$ cat src/design/spq_pkg.sv
`timescale 1ns / 1ps
// shared types, constants and helpers for the stable priority event queue
package spq_pkg;

    localparam int CAPACITY = 16;
    localparam int AW       = (CAPACITY > 1) ? $clog2(CAPACITY) : 1;
    localparam int AW1      = AW + 1;
    localparam int CW       = $clog2(CAPACITY + 1);

    localparam logic KIND_PUSH = 1'b0;
    localparam logic KIND_POP  = 1'b1;

    typedef struct packed {
        logic        kind;
        logic [7:0]  priority_req;
        logic [7:0]  status;
        logic [15:0] amount;
        logic [7:0]  system_id;
        logic [7:0]  resource_id;
    } t_in_item;

    typedef struct packed {
        logic        ok;
        logic [7:0]  out_priority;
        logic [7:0]  out_status;
        logic [15:0] out_amount;
        logic [7:0]  out_system_id;
        logic [7:0]  out_resource_id;
        logic [4:0]  occupancy;
    } t_out_item;

    typedef struct packed {
        logic [7:0]  prio;
        logic [7:0]  stat;
        logic [15:0] amt;
        logic [7:0]  sys;
        logic [7:0]  res;
    } t_rec;

    typedef enum logic [1:0] {
        RES_FAIL,
        RES_PUSH,
        RES_POP
    } t_res_kind;

    typedef struct packed {
        logic      load;
        logic      rd_prev;
        logic      rd_prev2;
        logic      wr_new;
        logic      wr_move;
        logic      res_load;
        t_res_kind res_kind;
    } t_dp_cmd;

    typedef struct packed {
        logic kind;
        logic empty;
        logic full;
        logic pos_zero;
        logic pos_one;
        logic goes_after;
        logic out_free;
    } t_dp_status;

    // physical slot of a logical offset from the head, ring wrap
    function automatic logic [AW-1:0] f_wrap(input logic [AW-1:0] base,
                                             input logic [CW-1:0] off);
        logic [AW:0] s;
        s = {1'b0, base} + AW1'(off);
        if (s >= AW1'(CAPACITY)) begin
            s = s - AW1'(CAPACITY);
        end
        return s[AW-1:0];
    endfunction

endpackage

$ cat src/design/spq_ctrl.sv
`timescale 1ns / 1ps
// sequencing state machine for the stable priority event queue
module spq_ctrl import spq_pkg::*; (
    input  logic       i_clk,
    input  logic       i_rst_n,
    input  logic       i_in_valid,
    input  t_dp_status i_status,
    output t_dp_cmd    o_cmd,
    output logic       o_in_stall
);

    typedef enum logic [2:0] {
        S_IDLE,
        S_DECODE,
        S_PUSH_RD,
        S_PUSH_CMP,
        S_POP_RD,
        S_RESULT
    } t_state;

    t_state    r_state, n_state;
    t_res_kind r_res_kind, n_res_kind;

    always_comb begin
        n_state    = r_state;
        n_res_kind = r_res_kind;
        o_cmd      = '0;
        o_cmd.res_kind = r_res_kind;
        case (r_state)
            S_IDLE: begin
                if (i_in_valid) begin
                    o_cmd.load = 1'b1;
                    n_state    = S_DECODE;
                end
            end
            S_DECODE: begin
                if (i_status.kind == KIND_POP) begin
                    if (i_status.empty) begin
                        n_res_kind = RES_FAIL;
                        n_state    = S_RESULT;
                    end else begin
                        n_state = S_POP_RD;
                    end
                end else begin
                    if (i_status.full) begin
                        n_res_kind = RES_FAIL;
                        n_state    = S_RESULT;
                    end else begin
                        n_state = S_PUSH_RD;
                    end
                end
            end
            S_PUSH_RD: begin
                if (i_status.pos_zero) begin
                    o_cmd.wr_new = 1'b1;
                    n_res_kind   = RES_PUSH;
                    n_state      = S_RESULT;
                end else begin
                    o_cmd.rd_prev = 1'b1;
                    n_state       = S_PUSH_CMP;
                end
            end
            S_PUSH_CMP: begin
                if (i_status.goes_after) begin
                    o_cmd.wr_new = 1'b1;
                    n_res_kind   = RES_PUSH;
                    n_state      = S_RESULT;
                end else begin
                    o_cmd.wr_move = 1'b1;
                    if (i_status.pos_one) begin
                        n_state = S_PUSH_RD;
                    end else begin
                        o_cmd.rd_prev2 = 1'b1;
                    end
                end
            end
            S_POP_RD: begin
                // head offset is zero, same as pos minus one is not used here
                n_res_kind = RES_POP;
                n_state    = S_RESULT;
            end
            S_RESULT: begin
                if (i_status.out_free) begin
                    o_cmd.res_load = 1'b1;
                    n_state        = S_IDLE;
                end
            end
            default: begin
                n_state = S_IDLE;
            end
        endcase
    end

    always_ff @(posedge i_clk) begin
        if (!i_rst_n) begin
            r_state    <= S_IDLE;
            r_res_kind <= RES_FAIL;
        end else begin
            r_state    <= n_state;
            r_res_kind <= n_res_kind;
        end
    end

    assign o_in_stall = (r_state != S_IDLE);

endmodule

$ cat src/design/spq_dp.sv
`timescale 1ns / 1ps
// entry store, ring pointers and result register for the stable priority event queue
module spq_dp import spq_pkg::*; (
    input  logic       i_clk,
    input  logic       i_rst_n,
    input  t_in_item   i_in_data,
    input  t_dp_cmd    i_cmd,
    output t_dp_status o_status,
    input  logic       i_out_stall,
    output logic       o_out_valid,
    output t_out_item  o_out_data
);

    t_rec           mem [CAPACITY];
    t_rec           r_rdata;
    t_rec           r_rec;
    logic           r_kind;
    logic [AW-1:0]  r_head;
    logic [CW-1:0]  r_count;
    logic [CW-1:0]  r_pos;
    logic           r_out_valid;
    t_out_item      r_out;

    logic [CW-1:0]  pos_m1;
    logic [CW-1:0]  pos_m2;
    logic [AW-1:0]  waddr;
    logic [AW-1:0]  raddr;
    logic           rd_en;
    logic           wr_en;
    t_rec           wdata;
    logic [CW-1:0]  n_count;
    t_out_item      res;

    assign pos_m1 = r_pos - CW'(1);
    assign pos_m2 = r_pos - CW'(2);
    assign waddr  = f_wrap(r_head, r_pos);
    assign wr_en  = i_cmd.wr_new | i_cmd.wr_move;
    assign wdata  = i_cmd.wr_move ? r_rdata : r_rec;

    // pop reads the head slot, a push step reads the slot before the hole
    always_comb begin
        rd_en = 1'b1;
        raddr = r_head;
        if (i_cmd.rd_prev) begin
            raddr = f_wrap(r_head, pos_m1);
        end else if (i_cmd.rd_prev2) begin
            raddr = f_wrap(r_head, pos_m2);
        end
    end

    always_ff @(posedge i_clk) begin
        if (wr_en) begin
            mem[waddr] <= wdata;
        end
        if (rd_en) begin
            r_rdata <= mem[raddr];
        end
    end

    always_comb begin
        res           = '0;
        n_count       = r_count;
        case (i_cmd.res_kind)
            RES_PUSH: begin
                n_count = r_count + CW'(1);
                res.ok  = 1'b1;
            end
            RES_POP: begin
                n_count             = r_count - CW'(1);
                res.ok              = 1'b1;
                res.out_priority    = r_rdata.prio;
                res.out_status      = r_rdata.stat;
                res.out_amount      = r_rdata.amt;
                res.out_system_id   = r_rdata.sys;
                res.out_resource_id = r_rdata.res;
            end
            default: begin
                n_count = r_count;
            end
        endcase
        res.occupancy = 5'(n_count);
    end

    always_ff @(posedge i_clk) begin
        if (i_cmd.load) begin
            r_kind     <= i_in_data.kind;
            r_rec.prio <= i_in_data.priority_req;
            r_rec.stat <= i_in_data.status;
            r_rec.amt  <= i_in_data.amount;
            r_rec.sys  <= i_in_data.system_id;
            r_rec.res  <= i_in_data.resource_id;
            r_pos      <= r_count;
        end else if (i_cmd.wr_move) begin
            r_pos <= pos_m1;
        end
        if (i_cmd.res_load) begin
            r_out <= res;
        end
    end

    always_ff @(posedge i_clk) begin
        if (!i_rst_n) begin
            r_head      <= '0;
            r_count     <= '0;
            r_out_valid <= 1'b0;
        end else begin
            if (i_cmd.res_load) begin
                r_count <= n_count;
                if (i_cmd.res_kind == RES_POP) begin
                    r_head <= f_wrap(r_head, CW'(1));
                end
            end
            if (i_cmd.res_load) begin
                r_out_valid <= 1'b1;
            end else if (!i_out_stall) begin
                r_out_valid <= 1'b0;
            end
        end
    end

    assign o_status.kind       = r_kind;
    assign o_status.empty      = (r_count == '0);
    assign o_status.full       = (r_count >= CW'(CAPACITY));
    assign o_status.pos_zero   = (r_pos == '0);
    assign o_status.pos_one    = (r_pos == CW'(1));
    assign o_status.goes_after = (r_rdata.prio >= r_rec.prio);
    assign o_status.out_free   = !r_out_valid || !i_out_stall;

    assign o_out_valid = r_out_valid;
    assign o_out_data  = r_out;

endmodule

$ cat src/design/stable_priority_event_queue.sv
`timescale 1ns / 1ps
// top level of the stable priority event queue
// Holds up to CAPACITY event records in a ring store, highest priority at the
// head; equal priorities leave in arrival order. One item is worked at a time.
// From acceptance, an item is decoded; a refused push or a pop on an empty
// queue then goes straight to the result, a pop first reads the head slot, and
// a push into an empty queue writes the new entry. Any other push walks back
// from the tail one entry per cycle, reading the next entry while the last one
// is moved, and writes the new entry behind the first one of equal or higher
// priority. The next item is accepted in the cycle after the result is in the
// output register, and that register is freed as soon as the result is taken.
module stable_priority_event_queue import spq_pkg::*; (
    input  logic      i_clk,
    input  logic      i_rst_n,
    input  logic      i_in_valid,
    output logic      o_in_stall,
    input  t_in_item  i_in_data,
    output logic      o_out_valid,
    input  logic      i_out_stall,
    output t_out_item o_out_data
);

    t_dp_cmd    cmd;
    t_dp_status status;

    spq_ctrl u_ctrl (
        .i_clk      (i_clk),
        .i_rst_n    (i_rst_n),
        .i_in_valid (i_in_valid),
        .i_status   (status),
        .o_cmd      (cmd),
        .o_in_stall (o_in_stall)
    );

    spq_dp u_dp (
        .i_clk       (i_clk),
        .i_rst_n     (i_rst_n),
        .i_in_data   (i_in_data),
        .i_cmd       (cmd),
        .o_status    (status),
        .i_out_stall (i_out_stall),
        .o_out_valid (o_out_valid),
        .o_out_data  (o_out_data)
    );

endmodule

$ cat config.mk
export PLATFORM = sky130hd
export DESIGN_NAME = stable_priority_event_queue
export DESIGN_NICKNAME = d
export VERILOG_FILES = /design/src/design/spq_pkg.sv /design/src/design/spq_ctrl.sv /design/src/design/spq_dp.sv /design/src/design/stable_priority_event_queue.sv
export SDC_FILE = /design/constraint.sdc
export NUM_CORES = 1
export LEC_CHECK = 0
export BUFFER_PORTS_ARGS = -buffer_cell sky130_fd_sc_hd__buf_2
export CAP_MARGIN = 5
export CORE_UTILIZATION = 62
export DETAILED_ROUTE_END_ITERATION = 8
export PLACE_DENSITY = 0.79
export SLEW_MARGIN = 10
export SYNTH_ARGS = -nofsm -noshare
export SYNTH_HDL_FRONTEND = slang
export SYNTH_SLANG_ARGS = --single-unit
$ cat constraint.sdc
create_clock -name i_clk -period 6.98 [get_ports i_clk]
set_input_delay 0.349 -clock i_clk [delete_from_list [all_inputs] [get_ports i_clk]]
set_output_delay 0.349 -clock i_clk [all_outputs]
set_load 0.005 [all_outputs]
# ---- Word-level counts from Yosys, hierarchy flattened
# Memories as Yosys holds them, arrays and structs flattened. A register that Yosys moved wholly into a read port is not among the register bits.
# Index checks and enable logic that the tools add are counted.
dict set report word_totals {
  output_inout_bits 56
  ramBits 768
  memories 1
  inputBits 53
  ff_bits 123
}
dict set report classes {
  n_mux 44
  addsub 12
  magnitude_cmp 6
  n_reduce_logical 13
  n_bitwise 1
  n_eq_ne 16
}
# memory words width rd rd_clocked_by_memory_dff wr line_no
set memory_table {}
lappend memory_table {u_dp.mem 16 48 1 1 1 spq_dp.sv:14} ;# t_rec mem [CAPACITY];
# op n
set op_table {}
lappend op_table {{48-bit 2-to-1 mux} 1}
lappend op_table {{5-bit >= comparator (second input constant)} 5}
lappend op_table {{4-bit 2-to-1 mux} 6}
lappend op_table {{3-bit 2-to-1 mux} 7}
lappend op_table {{1-bit 2-to-1 mux} 19}
lappend op_table {{3-bit case mux with 6 select lines} 1}
lappend op_table {{4-bit by 1-bit subtractor with 4-bit output (second input constant)} 4}
lappend op_table {{4-bit by 5-bit adder with 5-bit output} 3}
lappend op_table {{5-bit logical NOT} 2}
lappend op_table {{2-bit 2-to-1 mux} 5}
lappend op_table {{5-bit 2-to-1 mux} 2}
lappend op_table {{5-bit case mux with 2 select lines} 1}
lappend op_table {{5-bit by 1-bit subtractor with 5-bit output (second input constant)} 2}
lappend op_table {{8-bit >= comparator} 1}
lappend op_table {{2-bit != test (second input constant)} 4}
lappend op_table {{2-bit case mux with 4 select lines} 1}
lappend op_table {{3-bit by 2-bit == test with 1-bit output (second input constant)} 2}
lappend op_table {{3-bit == test (second input constant)} 2}
lappend op_table {{3-bit != test (second input constant)} 2}
lappend op_table {{4-bit by 1-bit adder with 5-bit output (second input constant)} 1}
lappend op_table {{5-bit by 1-bit adder with 5-bit output (second input constant)} 1}
lappend op_table {{5-bit by 1-bit == test with 1-bit output (second input constant)} 1}
lappend op_table {{5-bit AND reduction} 1}
lappend op_table {{5-bit by 2-bit subtractor with 5-bit output (second input constant)} 1}
lappend op_table {{other kinds (16)} 17}

# ---- Depth between registers and ports, before layout
dict set report depth {
  depth_word 6
  mapped_depth 14
  ltp_nobuf 12
}

# ---- Cells and area by module
# Synthesis repeated with hierarchy kept, for this count alone.
dict set report hier_totals {
  cells_unflattened 2003
  hier_area_um2 36089.6
}
# module n_inst cells_per_inst area_per_inst_um2
set by_module_without_submodules {}
lappend by_module_without_submodules {spq_dp 1 1956 35714.3}
lappend by_module_without_submodules {spq_ctrl 1 47 375.4}

# ---- Worst setup path before layout
# Ideal clock, no wire load.
dict set report synth_timing {
  path_kind {register -> register}
  from {register u_ctrl.r_state[1]}
  to {register u_dp.r_head[3]}
  path_slack_ns 2.078
  n_path_buf 1
  t_arrival_ns 4.826
  synth_period_minus_slack_ns 4.902
  path_stages_with_launch 8
  cell_sequence {dfxtp_1 -> clkbuf_1 -> nor2_1 -> nand2_1 -> a21oi_1 -> nand2_1 -> or3_1 -> a21boi_0}
}
# element line_no
set synth_rtl {}
lappend synth_rtl {{start, declared} spq_ctrl.sv:21} ;# t_state r_state, n_state;
lappend synth_rtl {{start signal, assigned} spq_ctrl.sv:99} ;# r_state <= n_state;
lappend synth_rtl {{end signal, assigned} spq_dp.sv:110} ;# r_head <= f_wrap(r_head, CW'(1));
lappend synth_rtl {{end, declared} spq_dp.sv:18} ;# logic [AW-1:0] r_head;

# ---- Worst setup path in the final report
dict set report layout_timing {
  from {register u_dp.r_pos[1]}
  to {register u_dp.r_rdata[20] (netlist name)}
}
dict set report layout_between {
  elab_chain_cells 6
  elab_cells_between_ends 19
  classes_between {add/sub: 6; order compare: 2; eq/ne: 1; mux: 9; reduce/logical: 1}
}
# element line_no
set layout_lines {}
lappend layout_lines {{start, declared} spq_dp.sv:20} ;# logic [CW-1:0] r_pos;
lappend layout_lines {{start signal, assigned} spq_dp.sv:92} ;# r_pos <= r_count;
lappend layout_lines {{start signal, assigned} spq_dp.sv:94} ;# r_pos <= pos_m1;
lappend layout_lines {{5-bit by 2-bit subtractor with 5-bit output or 5-bit by 1-bit == test with 1-bit output (tied branches)} {spq_dp.sv:35, spq_dp.sv:125}}
lappend layout_lines {{4-bit by 5-bit adder with 5-bit output or 1-bit 2-to-1 mux (tied branches)} {spq_pkg.sv:70, spq_ctrl.sv:70}}
lappend layout_lines {{4-bit by 1-bit subtractor with 4-bit output (tied with other cells)} spq_pkg.sv:72} ;# s = s - AW1'(CAPACITY);
lappend layout_lines {{4-bit 2-to-1 mux or 1-bit 2-to-1 mux (tied branches)} {spq_pkg.sv:71, spq_ctrl.sv:29}}
lappend layout_lines {{4-bit 2-to-1 mux} spq_dp.sv:46} ;# end else if (i_cmd.rd_prev2) begin
lappend layout_lines {{4-bit 2-to-1 mux *} spq_dp.sv:44} ;# if (i_cmd.rd_prev) begin
# Every way passes the cells marked *; elsewhere a longest branch is shown, timed or not.
# A chain may end at the register's enable or synchronous reset.

==> summary.log <==
INFO  cells_and_area commonest_non_fill_non_tap_cell_in_the_layout=sky130_fd_sc_hd__edfxtp_1
INFO  global_route   gr-usage-all-layers=27.6%
INFO  setup_path     cp_data_arrival_time=4.81ns
INFO  routing        drt_iter0_markers=2066
INFO  routing        routed_wire_length_per_instance=28.9µm
INFO  yosys          ys_warn_count=0
INFO  global_route   globalRouteMet2Util=44.5%
INFO  routing        detail_route.first_pass.iterations=5
INFO  power_and_ir_drop post-layout-total-power=12900µW
INFO  clock_network  clkTransAtPathRegs=0.06ns
INFO  routing        drc_violation_count_after_routing=0
INFO  global_route   gr-max-usage-layer=met2
INFO  cells_and_area layout_area_overhead=14.3%
INFO  yosys          ys_async_sr_fraction=0%
INFO  timing         fmax=0.233GHz
INFO  power_and_ir_drop p_switching=3050µW
INFO  yosys          yosys-top-cells-area=sky130_fd_sc_hd__edfxtp_1 (74%), sky130_fd_sc_hd__mux4_2 (12%), sky130_fd_sc_hd__dfxtp_1 (3.5%)
INFO  timing         post-route-period-util=61.4%
INFO  die            chipHeight=242µm
INFO  timing         unrepaired_setup_endpoints_after_global_routing=false
INFO  power_and_ir_drop combPwrFrac=10.4%
INFO  clock_network  postCtsSetupRepairBufs=0
INFO  power_and_ir_drop power_density=318mW/mm²
INFO  setup_path     r2r_endpoint=u_dp.r_rdata[20]
INFO  setup_path     reg2regPathDepth=11
INFO  power_and_ir_drop sw_frac_of_total=23.6%
INFO  global_route   antenna_violations_before_repair=2
INFO  timing         fin_ws=2.69ns
INFO  global_route   gr-usage-met1=38.7%
INFO  die            io_pins=109
INFO  status         run_status=completed
INFO  global_route   grt_pass1_wl=117000µm
INFO  routing        route.antenna.remaining_nets=0
INFO  die            die_w=242µm
INFO  yosys          synth_top_cell_by_area=sky130_fd_sc_hd__edfxtp_1
INFO  power_and_ir_drop max-vdd-ir-drop=0.260mV
INFO  die            row_count=87
INFO  job            timing.max_cap.violations=0
INFO  timing         maxSlewHeadroom=18.6%
INFO  cells_and_area antenna_cells=0
INFO  power_and_ir_drop power_report.internal_total=9870µW
INFO  setup_path     crit_start_category=flop
INFO  timing         finalClockSkew=0.0313ns
INFO  yosys          syn-mean-instance-area=21.0µm²
INFO  clock_network  clock_insertion_delay_worst_skew=0.65ns
INFO  yosys          netlist.area_leader.share=73.9%
INFO  die            die_area=0.0584mm²
INFO  cells_and_area layout.filler_cells=3161
INFO  global_route   maximum_number_of_pins_on_one_net_before_global_route_repair=135
INFO  setup_path     reg2reg_slack=2.69ns
INFO  cells_and_area drive_above_1_share=27.9%
INFO  die            coreArea=0.0566mm²
INFO  hold_path      min_delay_path_depth=3
INFO  hold_path      hold_class=in -> reg
INFO  setup_path     required=7.50ns
INFO  place          dp_worst_setup_slack=2.73ns
INFO  timing         post-route-min-period=4.29ns
INFO  clock_network  tritoncts.num_buffers=91
INFO  yosys          synth_edf_count=876
INFO  global_route   grt.met3_usage=5.04%
INFO  power_and_ir_drop seqPwrFrac=51.6%
INFO  power_and_ir_drop share_clk_of_total_power=38.0%
INFO  setup_path     end_kind=flop
INFO  yosys          syn_nets=1772
INFO  timing         setup_viol=0
INFO  clock_network  clock_tree_from_tritoncts=yes
INFO  global_route   overflow=0
INFO  timing         worst_slew_pin_slew=1.22ns
INFO  timing         drv_slew=0
INFO  clock_network  clockRootBuffer=sky130_fd_sc_hd__clkbuf_16
INFO  yosys          seq_area_frac_synth=77.5%
INFO  setup_path     worstReg2RegStart=u_dp.r_pos[1]
INFO  routing        via_count=17800
INFO  timing         final_hold_viol_count=0
INFO  routing        viasPerCell=6.53
INFO  die            initial_utilization=62.9%
INFO  yosys          ys_seq_elements=939
INFO  hold_path      hold_path_startpoint=i_out_stall
INFO  hold_path      whs_endpoint=u_dp.o_out_valid
INFO  clock_network  numClockSinks=939
INFO  setup_path     peak_fanout_along_the_critical_path=28
INFO  cells_and_area most-common-layout-cells=sky130_fd_sc_hd__edfxtp_1 (876), sky130_fd_sc_hd__mux4_2 (192), sky130_fd_sc_hd__buf_2 (108)
INFO  setup_path     crit_type=reg -> reg
INFO  yosys          synth_flop_cell=sky130_fd_sc_hd__edfxtp_1
INFO  place          port_buffers=108
INFO  global_route   number_of_global_route_vias_before_repair=18400
INFO  yosys          mappedNetlistArea=0.0356mm²
INFO  power_and_ir_drop static_power_due_to_leakage=0.0137µW
INFO  yosys          synthDistinctLibCells=50
INFO  place          hpwlAfterDp=38000µm
INFO  place          gp_routability_congestion=0.816
INFO  cells_and_area design.final.nets=1980
INFO  yosys          postSynthCellCount=1691
INFO  clock_network  max_h_tree_level=3
INFO  timing         setup_total_negative_slack=0ns
INFO  clock_network  cts_buffer_depth=3
INFO  routing        drt-total-wl=79000µm
## timing repair
action / CTS / global route
resized for setup: 0 / 0
hold buffers: 49 / 0
setup endpoints to repair: 0 / 0
endpoints found under the hold margin: 49 / 0
## synthesized netlist by cell type (3+ instances only)
cell	n
sky130_fd_sc_hd__a31oi_1	3
sky130_fd_sc_hd__ha_1	24
sky130_fd_sc_hd__nor2_1	38
sky130_fd_sc_hd__buf_2	34
sky130_fd_sc_hd__inv_1	30
sky130_fd_sc_hd__a21o_1	4
sky130_fd_sc_hd__and2_1	52
sky130_fd_sc_hd__mux2_2	43
sky130_fd_sc_hd__nor2b_1	7
sky130_fd_sc_hd__mux4_2	192
sky130_fd_sc_hd__buf_4	18
sky130_fd_sc_hd__or3_1	4
sky130_fd_sc_hd__edfxtp_1	876
sky130_fd_sc_hd__a21boi_0	6
sky130_fd_sc_hd__a22oi_1	97
sky130_fd_sc_hd__nand2_1	77
sky130_fd_sc_hd__clkbuf_1	26
sky130_fd_sc_hd__fa_1	4
sky130_fd_sc_hd__a21oi_1	15
sky130_fd_sc_hd__dfxtp_1	63
sky130_fd_sc_hd__xor2_1	7
sky130_fd_sc_hd__xnor2_1	14
sky130_fd_sc_hd__o21ai_0	17
sky130_fd_sc_hd__mux2i_1	3
sky130_fd_sc_hd__nand3_1	6
## worst max-delay path: stages, from the launching register on
cell                       delay (ns)
sky130_fd_sc_hd__edfxtp_1        0.42
sky130_fd_sc_hd__inv_1           0.17
sky130_fd_sc_hd__ha_1            0.23
sky130_fd_sc_hd__nor4b_2         0.46
sky130_fd_sc_hd__nor3_2          0.19
sky130_fd_sc_hd__a21oi_1         0.22
sky130_fd_sc_hd__a21oi_1         0.09
sky130_fd_sc_hd__o22ai_4         0.81
sky130_fd_sc_hd__buf_4           0.64
sky130_fd_sc_hd__mux4_2          0.58
sky130_fd_sc_hd__a22oi_1         0.24
sky130_fd_sc_hd__nand2_1         0.10
## power by group through the flow
stage               combinational, µW  clock (µW)  sequential [µW]
CTS                              1340        4960             6660
global placement                 1250           0             6770
global route                     1440        5170             6680
finish                           1340        4910             6670
detailed placement               1300           0             6770
floorplan                         915           0             6700
## per-stage QoR
stage / instances / hold slack (ns) / area (µm²) / utilization [%]
after global routing: 2732 / 0.0941 / 40700 / 71.9
after global placement: 2513 / 0.465 / 37200 / 65.7
final: 2732 / 0.0765 / 40700 / 71.9
after CTS: 2732 / 0.0577 / 40700 / 71.9
after floorplan: 1691 / 0.443 / 35600 / -
after detailed placement: 2513 / 0.470 / 37200 / 65.7
## cells by family after synthesis
logic type,count (synthesis),synth area share [%]
AO/OA/AOI/OAI,160,3.24
XOR/XNOR,21,0.517
buffers and inverters,109,1.46
flip-flops,939,77.5
multiplexers,238,13.6
AND/OR/NAND/NOR,196,2.67
adder cells (fa/ha/maj),28,1.07
## layer usage
layer	wire length (µm)	share of wire, %
met5	13	0.016
met4	2030	2.6
met3	7360	9.3
met2	39300	50
met1	30300	38
## how the worst max path moves through the flow
stage	start	slack, ns	endpoint
after floorplan	u_ctrl.r_state[1]	2.08	u_dp.r_head[3]
after global placement	u_dp.r_rec[41]	2.81	u_dp.r_rdata[18]
after detailed placement	u_dp.r_pos[1]	2.73	u_dp.r_rdata[20]
after CTS	u_dp.r_pos[1]	2.68	u_dp.r_rdata[20]
after global routing	u_dp.r_pos[1]	2.38	u_dp.r_rdata[20]
final	u_dp.r_pos[1]	2.69	u_dp.r_rdata[20]
## layout make-up
class / count / area [µm²] / share of cell area, %
repair buffers: 194 / 1360 / 3.34
well taps: 756 / 946 / 2.33
multi-input cells: 643 / 7700 / 18.9
clock inverters: 54 / 543 / 1.33
clock buffers: 116 / 2450 / 6.03
inverters: 30 / 113 / 0.277
flip-flops and latches: 939 / 27600 / 67.8
## registers in the layout (all words and copies together) (netlist names)
register           flops
u_dp.r_rec            48
u_dp.o_out_data       54
u_ctrl.r_res_kind      2
u_ctrl.r_state         3
u_dp.r_kind            1
u_dp.r_head            4
u_dp.o_out_valid       1
u_dp.r_rdata          48
u_dp.r_pos             5
u_dp.r_count           5
u_dp.mem             768
Power figures use the tool's default switching activity.
